<file path="config.mk">
export PLATFORM = sky130hd
export DESIGN_NAME = vector_length_isqrt
export DESIGN_NICKNAME = d
export VERILOG_FILES = /design/src/design/vli_pkg.sv /design/src/design/vli_front.sv /design/src/design/vli_queue.sv /design/src/design/vli_back.sv /design/src/design/vector_length_isqrt.sv
export SDC_FILE = /design/constraint.sdc
export NUM_CORES = 2
export LEC_CHECK = 0
export BUFFER_PORTS_ARGS = -buffer_cell sky130_fd_sc_hd__clkbuf_2
export CAP_MARGIN = 20
export CORE_MARGIN = 2
export CORE_UTILIZATION = 50
export DETAILED_ROUTE_END_ITERATION = 10
export PLACE_DENSITY_LB_ADDON = 0.12
export SYNTH_ARGS = -nofsm -noshare
export SYNTH_HDL_FRONTEND = slang
export SYNTH_HIERARCHICAL = 1
export SYNTH_SLANG_ARGS = --single-unit
</file>
<file path="constraint.sdc">
create_clock -name clk -period 12.4 [get_ports clk]
set_clock_uncertainty 0.1 [all_clocks]
set_input_delay 1.86 -clock clk [delete_from_list [all_inputs] [get_ports clk]]
set_output_delay 1.86 -clock clk [all_outputs]
set_load 0.1 [all_outputs]
</file>
<file path="src/design/vli_pkg.sv">
// ----------------------------------------------------------------------------
// vli_pkg
// Shared widths, constants and inter-module types for the vector length unit.
// ----------------------------------------------------------------------------
package vli_pkg;

  localparam int COMP_W      = 32;              // signed 16.16 component
  localparam int MAG_W       = 32;              // magnitude of a component
  localparam int SUM_W       = 64;              // sum of squares
  localparam int LEN_W       = 31;              // saturated length
  localparam int ITERS       = 32;              // bit pairs in the sum
  localparam int ITER_W      = $clog2(ITERS);
  localparam int QUEUE_DEPTH = 2;

  localparam logic [SUM_W-1:0] PLACE_INIT = SUM_W'(1) << (SUM_W - 2);
  localparam logic [LEN_W-1:0] LEN_MAX    = {LEN_W{1'b1}};

  // front -> queue transfer
  typedef struct packed {
    logic             valid;
    logic [SUM_W-1:0] sum;
  } vli_item_t;

endpackage

</file>
<file path="src/design/vli_front.sv">
// ----------------------------------------------------------------------------
// vli_front
// Takes a command, forms the component magnitudes and the sum of squares
// on one shared 32x32 multiplier, then hands the sum to the queue.
// ----------------------------------------------------------------------------
module vli_front
  import vli_pkg::*;
(
  input  logic                     clk,
  input  logic                     rst,
  input  logic                     start,
  output logic                     busy,
  input  logic signed [COMP_W-1:0] x_component,
  input  logic signed [COMP_W-1:0] y_component,
  output vli_item_t                push,
  input  logic                     push_ready
);

  localparam logic [1:0] S_IDLE = 2'd0;
  localparam logic [1:0] S_SQX  = 2'd1;
  localparam logic [1:0] S_SQY  = 2'd2;
  localparam logic [1:0] S_ADD  = 2'd3;

  logic [1:0]       state;
  logic [1:0]       state_next;
  logic [MAG_W-1:0] mag_x;
  logic [MAG_W-1:0] mag_y;
  logic [SUM_W-1:0] prod;
  logic [SUM_W-1:0] sum;
  logic [MAG_W-1:0] mul_op;

  assign busy = (state != S_IDLE);

  // two's complement negate; -2^31 comes out as 2^31 unsigned
  function automatic logic [MAG_W-1:0] magnitude(input logic [COMP_W-1:0] v);
    logic [MAG_W-1:0] r;
    r = v[COMP_W-1] ? MAG_W'(~v + 1'b1) : MAG_W'(v);
    return r;
  endfunction

  assign mul_op = (state == S_SQX) ? mag_x : mag_y;

  always_comb begin
    state_next = state;
    case (state)
      S_IDLE: if (start) state_next = S_SQX;
      S_SQX:  state_next = S_SQY;
      S_SQY:  state_next = S_ADD;
      S_ADD:  if (push_ready) state_next = S_IDLE;
      default: state_next = S_IDLE;
    endcase
  end

  always_ff @(posedge clk) begin
    if (rst) begin
      state <= S_IDLE;
    end else begin
      state <= state_next;
    end
  end

  always_ff @(posedge clk) begin
    if (state == S_IDLE && start) begin
      mag_x <= magnitude(x_component);
      mag_y <= magnitude(y_component);
    end
    if (state == S_SQX || state == S_SQY) begin
      prod <= SUM_W'(mul_op) * SUM_W'(mul_op);
    end
    if (state == S_SQY) begin
      sum <= prod;
    end
  end

  // both squares are below 2^62+1, so the sum cannot overflow 64 bits
  assign push.valid = (state == S_ADD);
  assign push.sum   = sum + prod;

endmodule

</file>
<file path="src/design/vli_queue.sv">
// ----------------------------------------------------------------------------
// vli_queue
// Short FIFO of sums between the front and the root unit.
// ----------------------------------------------------------------------------
module vli_queue
  import vli_pkg::*;
#(
  parameter int DEPTH = QUEUE_DEPTH
) (
  input  logic      clk,
  input  logic      rst,
  input  vli_item_t push,
  output logic      push_ready,
  output vli_item_t head,
  input  logic      pop
);

  localparam int PTR_W = (DEPTH > 1) ? $clog2(DEPTH) : 1;
  localparam int CNT_W = $clog2(DEPTH + 1);

  logic [SUM_W-1:0] slots [DEPTH];
  logic [PTR_W-1:0] wptr;
  logic [PTR_W-1:0] rptr;
  logic [CNT_W-1:0] count;
  logic             do_push;
  logic             do_pop;

  assign push_ready = (count != CNT_W'(DEPTH));
  assign do_push    = push.valid && push_ready;
  assign do_pop     = pop && (count != '0);

  assign head.valid = (count != '0);
  assign head.sum   = slots[rptr];

  function automatic logic [PTR_W-1:0] bump(input logic [PTR_W-1:0] p);
    logic [PTR_W-1:0] r;
    r = (p == PTR_W'(DEPTH - 1)) ? '0 : p + 1'b1;
    return r;
  endfunction

  always_ff @(posedge clk) begin
    if (rst) begin
      wptr  <= '0;
      rptr  <= '0;
      count <= '0;
    end else begin
      if (do_push) wptr <= bump(wptr);
      if (do_pop)  rptr <= bump(rptr);
      if (do_push && !do_pop) begin
        count <= count + 1'b1;
      end else if (do_pop && !do_push) begin
        count <= count - 1'b1;
      end
    end
  end

  always_ff @(posedge clk) begin
    if (do_push) slots[wptr] <= push.sum;
  end

endmodule

</file>
<file path="src/design/vli_back.sv">
// ----------------------------------------------------------------------------
// vli_back
// Digit-by-digit square root: one bit pair per cycle on a shared
// subtract-compare, then saturation to the 31-bit length.
// ----------------------------------------------------------------------------
module vli_back
  import vli_pkg::*;
(
  input  logic             clk,
  input  logic             rst,
  input  vli_item_t        head,
  output logic             pop,
  output logic             done,
  output logic [LEN_W-1:0] length,
  output logic             saturated
);

  logic              running;
  logic [ITER_W-1:0] iter;
  logic [SUM_W-1:0]  rem;
  logic [SUM_W-1:0]  root;
  logic [SUM_W-1:0]  place;
  logic [SUM_W-1:0]  trial;
  logic              take;
  logic [SUM_W-1:0]  rem_next;
  logic [SUM_W-1:0]  root_next;
  logic              last;
  logic              over;

  assign pop  = !running && head.valid;
  assign last = (iter == ITER_W'(ITERS - 1));

  assign trial     = root + place;
  assign take      = (rem >= trial);
  assign rem_next  = take ? rem - trial : rem;
  assign root_next = (take ? trial + place : root) >> 1;
  // final root fits in 32 bits; anything at bit LEN_W or above saturates
  assign over      = |root_next[SUM_W-1:LEN_W];

  always_ff @(posedge clk) begin
    if (rst) begin
      running <= 1'b0;
      done    <= 1'b0;
    end else begin
      done <= running && last;
      if (pop) begin
        running <= 1'b1;
      end else if (running && last) begin
        running <= 1'b0;
      end
    end
  end

  always_ff @(posedge clk) begin
    if (pop) begin
      rem   <= head.sum;
      root  <= '0;
      place <= PLACE_INIT;
      iter  <= '0;
    end else if (running) begin
      rem   <= rem_next;
      root  <= root_next;
      place <= place >> 2;
      iter  <= iter + 1'b1;
    end
    if (running && last) begin
      length    <= over ? LEN_MAX : root_next[LEN_W-1:0];
      saturated <= over;
    end
  end

endmodule

</file>
<file path="src/design/vector_length_isqrt.sv">
// ----------------------------------------------------------------------------
// vector_length_isqrt
// Euclidean length of a signed 16.16 vector: exact sum of squares, then a
// truncated integer square root, saturated to 31 bits.
// ----------------------------------------------------------------------------
//  channel   handshake        payload
//  command   start / busy     x_component, y_component
//  result    done (strobe)    length, saturated
//
//  A command passes through the front (one multiplier, used twice) and
//  then the root unit (32 bit-pair steps); the root unit takes no new sum
//  until it is through with the last one, so it sets the sustained rate.
//  busy is high while the front holds a command, and longer when the queue
//  ahead of the root unit is full. The receiver cannot stall: done is high
//  for one cycle per result. Reset is synchronous and empties everything.
// ----------------------------------------------------------------------------
module vector_length_isqrt
  import vli_pkg::*;
#(
  parameter int DEPTH = QUEUE_DEPTH
) (
  input  logic                     clk,
  input  logic                     rst,
  input  logic                     start,
  output logic                     busy,
  input  logic signed [COMP_W-1:0] x_component,
  input  logic signed [COMP_W-1:0] y_component,
  output logic                     done,
  output logic [LEN_W-1:0]         length,
  output logic                     saturated
);

  vli_item_t push;
  vli_item_t head;
  logic      push_ready;
  logic      pop;

  vli_front u_front (
    .clk         (clk),
    .rst         (rst),
    .start       (start),
    .busy        (busy),
    .x_component (x_component),
    .y_component (y_component),
    .push        (push),
    .push_ready  (push_ready)
  );

  vli_queue #(
    .DEPTH (DEPTH)
  ) u_queue (
    .clk        (clk),
    .rst        (rst),
    .push       (push),
    .push_ready (push_ready),
    .head       (head),
    .pop        (pop)
  );

  vli_back u_back (
    .clk       (clk),
    .rst       (rst),
    .head      (head),
    .pop       (pop),
    .done      (done),
    .length    (length),
    .saturated (saturated)
  );

endmodule

</file>
==> impl_metrics.py <==
metrics = {
    "setup_path": {
        "slowest_delay_ns": 0.62,
        "critical_path.slowest_cell": "mux2_2",
        "crit_required_ns": 12.68,
        "worst_ep_arrival_time_ns": 10.86,
        "end_kind": "flop",
        "critPathKind": "flop to flop",
        "ff2ff_setup_slack_ns": 1.82,
        "r2r_end": "u_front/prod[57]$_DFFE_PP_",
        "start_kind": "flop",
        "path_common_cell": "inv_1",
        "r2r_cells": 30,
        "critPathMaxFanout": 19,
        "r2r-start": "u_front/state[1]$_SDFFE_PP0P_",
    },
    "timing": {
        "tightest_slew_ns": 1.06,
        "relSlewSlack_pct": 27.7,
        "finalWorstSetupSlack_ns": 1.82,
        "period_needed_ns": 10.58,
        "tns_ns": 0,
        "max_freq_ghz": 0.0945,
        "slew_violations": 0,
        "fin_crit_sh_pct": 85.3,
        "hold_viol": 0,
        "rsz0062_at_grt": "false",
        "finalSetupViolations": 0,
    },
    "clock_tree": {
        "cts_resized": 0,
        "cts_setup_buffers": 0,
        "cts_made_buffers": 61,
        "cts.path.max_buffers": 3,
        "clock_latency_ns": 0.68,
        "clock-sinks": 523,
        "clkSlewWorstSetupHoldPaths_ns": 0.06,
        "ctsHoldBuffers": 0,
        "cts_tree": "built",
        "htreeDepth": 2,
        "ctsRootBufferMaster": "clkbuf_16",
    },
    "yosys": {
        "yosysUniqueCellTypes": 115,
        "synthArstFlopShare_pct": 0,
        "yosysTopAreaCellShare_pct": 25.2,
        "synth-edff-count": 414,
        "synth_most_common_cell": "inv_1",
        "synthTopCellsByArea": "fa_1, edfxtp_1, ha_1",
        "syn_area_mm2": 0.0629,
        "ys_warn_count": 6,
        "yosys_most_used_dff": "edfxtp_1",
        "netlist_instances": 6730,
        "syn_area_per_cell_um2": 9.35,
        "ys_seq_area_share_pct": 23.2,
        "yosysTopAreaCell": "fa_1",
        "synth_common_cells": "inv_1, fa_1, nand2_1",
        "syn_nets": 8077,
        "ys_ff_latch": 523,
    },
    "hold_path": {
        "hold_start": "u_front/prod[34]$_DFFE_PP_",
        "hold_path_end": "u_front/sum[34]$_DFFE_PP_",
        "hp-class": "flop to flop",
        "hold_depth": 0,
    },
    "layout": {
        "nFillCells": 11500,
        "final_nets": 8041,
        "antennaDiodeCount": 0,
        "area.growth.synth_to_final_pct": 6.66,
        "stdcell_count": 8397,
        "final_area_mm2": 0.0671,
        "layout-drive-gt1-share_pct": 7.14,
    },
    "die": {
        "ios": 101,
        "start_util_pct": 50.3,
        "core_area_mm2": 0.125,
        "fp.dieW_um": 359,
        "rows": 130,
        "dieArea_mm2": 0.129,
        "die_h_um": 359,
    },
    "placed_design": {
        "portBuffers": 100,
        "gp_congestion": 0.931,
        "dpl_cell_area_mm2": 0.0650,
        "dp.cells": 8281,
        "place_hpwl_mm": 136,
        "dp_slack_ns": 1.92,
    },
    "grt": {
        "grt_overflow": 0,
        "antenna_found_initial": 0,
        "grt_usage_pct": 26.5,
        "grt_pass1_wl_mm": 270,
        "grt_pass1_vias": 48400,
        "grt_max_degree": 81,
    },
    "run_status": {
        "status": "finished clean",
    },
    "drt": {
        "ant_nets": 0,
        "drtIter0Drc": 3421,
        "routedWlPerCell_um": 20.4,
        "num_vias": 47000,
        "wirelength_mm": 171,
        "drcViolationCount": 0,
        "viasPerCell": 5.60,
        "drt_pass1_iterations": 7,
    },
    "run": {
        "drv_cap": 0,
    },
}
final cells by class:
| class | instances | area (um2) | share of cell area, % |
|---|---|---|---|
| Timing Repair Buffer | 165 | 1000 | 1.49 |
| Sequential cell | 523 | 14600 | 21.8 |
| Tap cell | 1650 | 2060 | 3.07 |
| Clock buffer | 78 | 1650 | 2.46 |
| Inverter | 1138 | 4270 | 6.37 |
| Multi-Input combinational cell | 4805 | 43100 | 64.2 |
| Clock inverter | 38 | 449 | 0.669 |
logic make-up after synthesis:
| group | count (synthesis) | synth area share (%) |
|---|---|---|
| multiplexers | 124 | 2.15 |
| adder cells (fa/ha/maj) | 1280 | 34.9 |
| buffers and inverters | 1402 | 8.50 |
| AND/OR/NAND/NOR | 1769 | 12.8 |
| AO/OA/AOI/OAI | 1236 | 12.9 |
| XOR/XNOR | 396 | 5.53 |
| flip-flops | 523 | 23.2 |
per-layer routing:
metal	share of wire [%]	track usage (%)	up-vias
met3	5.9	3.21	320
met5	0	0	-
met1	42	35.2	23000
met2	48	44.9	1401
li1	-	-	22300
met4	3.9	9.08	0
worst max path at each step:
stage / startpoint / to
5_1_grt: u_front/state[1]$_SDFFE_PP0P_ / u_front/prod[63]$_DFFE_PP_
4_1_cts: u_front/state[1]$_SDFFE_PP0P_ / u_front/prod[57]$_DFFE_PP_
6_report: u_front/state[1]$_SDFFE_PP0P_ / u_front/prod[57]$_DFFE_PP_
3_3_place_gp: u_front/state[1]$_SDFFE_PP0P_ / u_front/prod[57]$_DFFE_PP_
2_1_floorplan: u_back/root[0]$_SDFFE_PP0P_ / u_back/rem[0]$_DFFE_PP_
3_5_place_dp: u_front/state[1]$_SDFFE_PP0P_ / u_front/prod[57]$_DFFE_PP_
cell usage in the layout, fill, tap and decap left out, types with 62 or more instances in the layout:
cell and count:
a21o_1 128, a21oi_1 325, a31oi_1 70, buf_4 64
clkbuf_16 62, clkbuf_2 100, dfxtp_1 107, edfxtp_1 414
fa_1 793, ha_1 484, inv_1 1130, mux2_2 88
nand2_1 665, nand3_1 76, nand4_1 81, nor2_1 549
nor3_1 63, o21ai_0 283, xnor2_1 275, xor2_1 119
critical path, delay by kind of cell, from the launching register on:
kind	cells	cell delay, ns
compound gates	8	2.67
fa+ha+maj	10	4.29
buf+inv	9	1.48
flops	1	0.34
mux	1	0.62
simple gates	2	0.73
registers in the layout, indices dropped and copies added, names as in the netlist, named ones only:
signal and flops:
u_queue/slots 128, u_back/rem 64, u_back/root 63, u_front/prod 63, u_front/sum 63, u_back/place 32
u_front/mag_x 32, u_front/mag_y 32, u_back/length 31, u_back/iter 5, u_front/state 2, u_queue/count 2
u_back/done 1, u_back/running 1, u_back/saturated 1, u_queue/rptr 1, u_queue/wptr 1
stage by stage:
stage	hold WS [ns]	utilization, %
6_report	0.357	53.6
2_1_floorplan	0.333	-
3_3_place_gp	0.349	51.9
4_1_cts	0.361	53.6
5_1_grt	0.374	53.6
3_5_place_dp	0.344	51.9
Power is left out: the tool's default activity adds up to more than one toggle a clock period on the data nets, which glitch-free logic cannot reach.
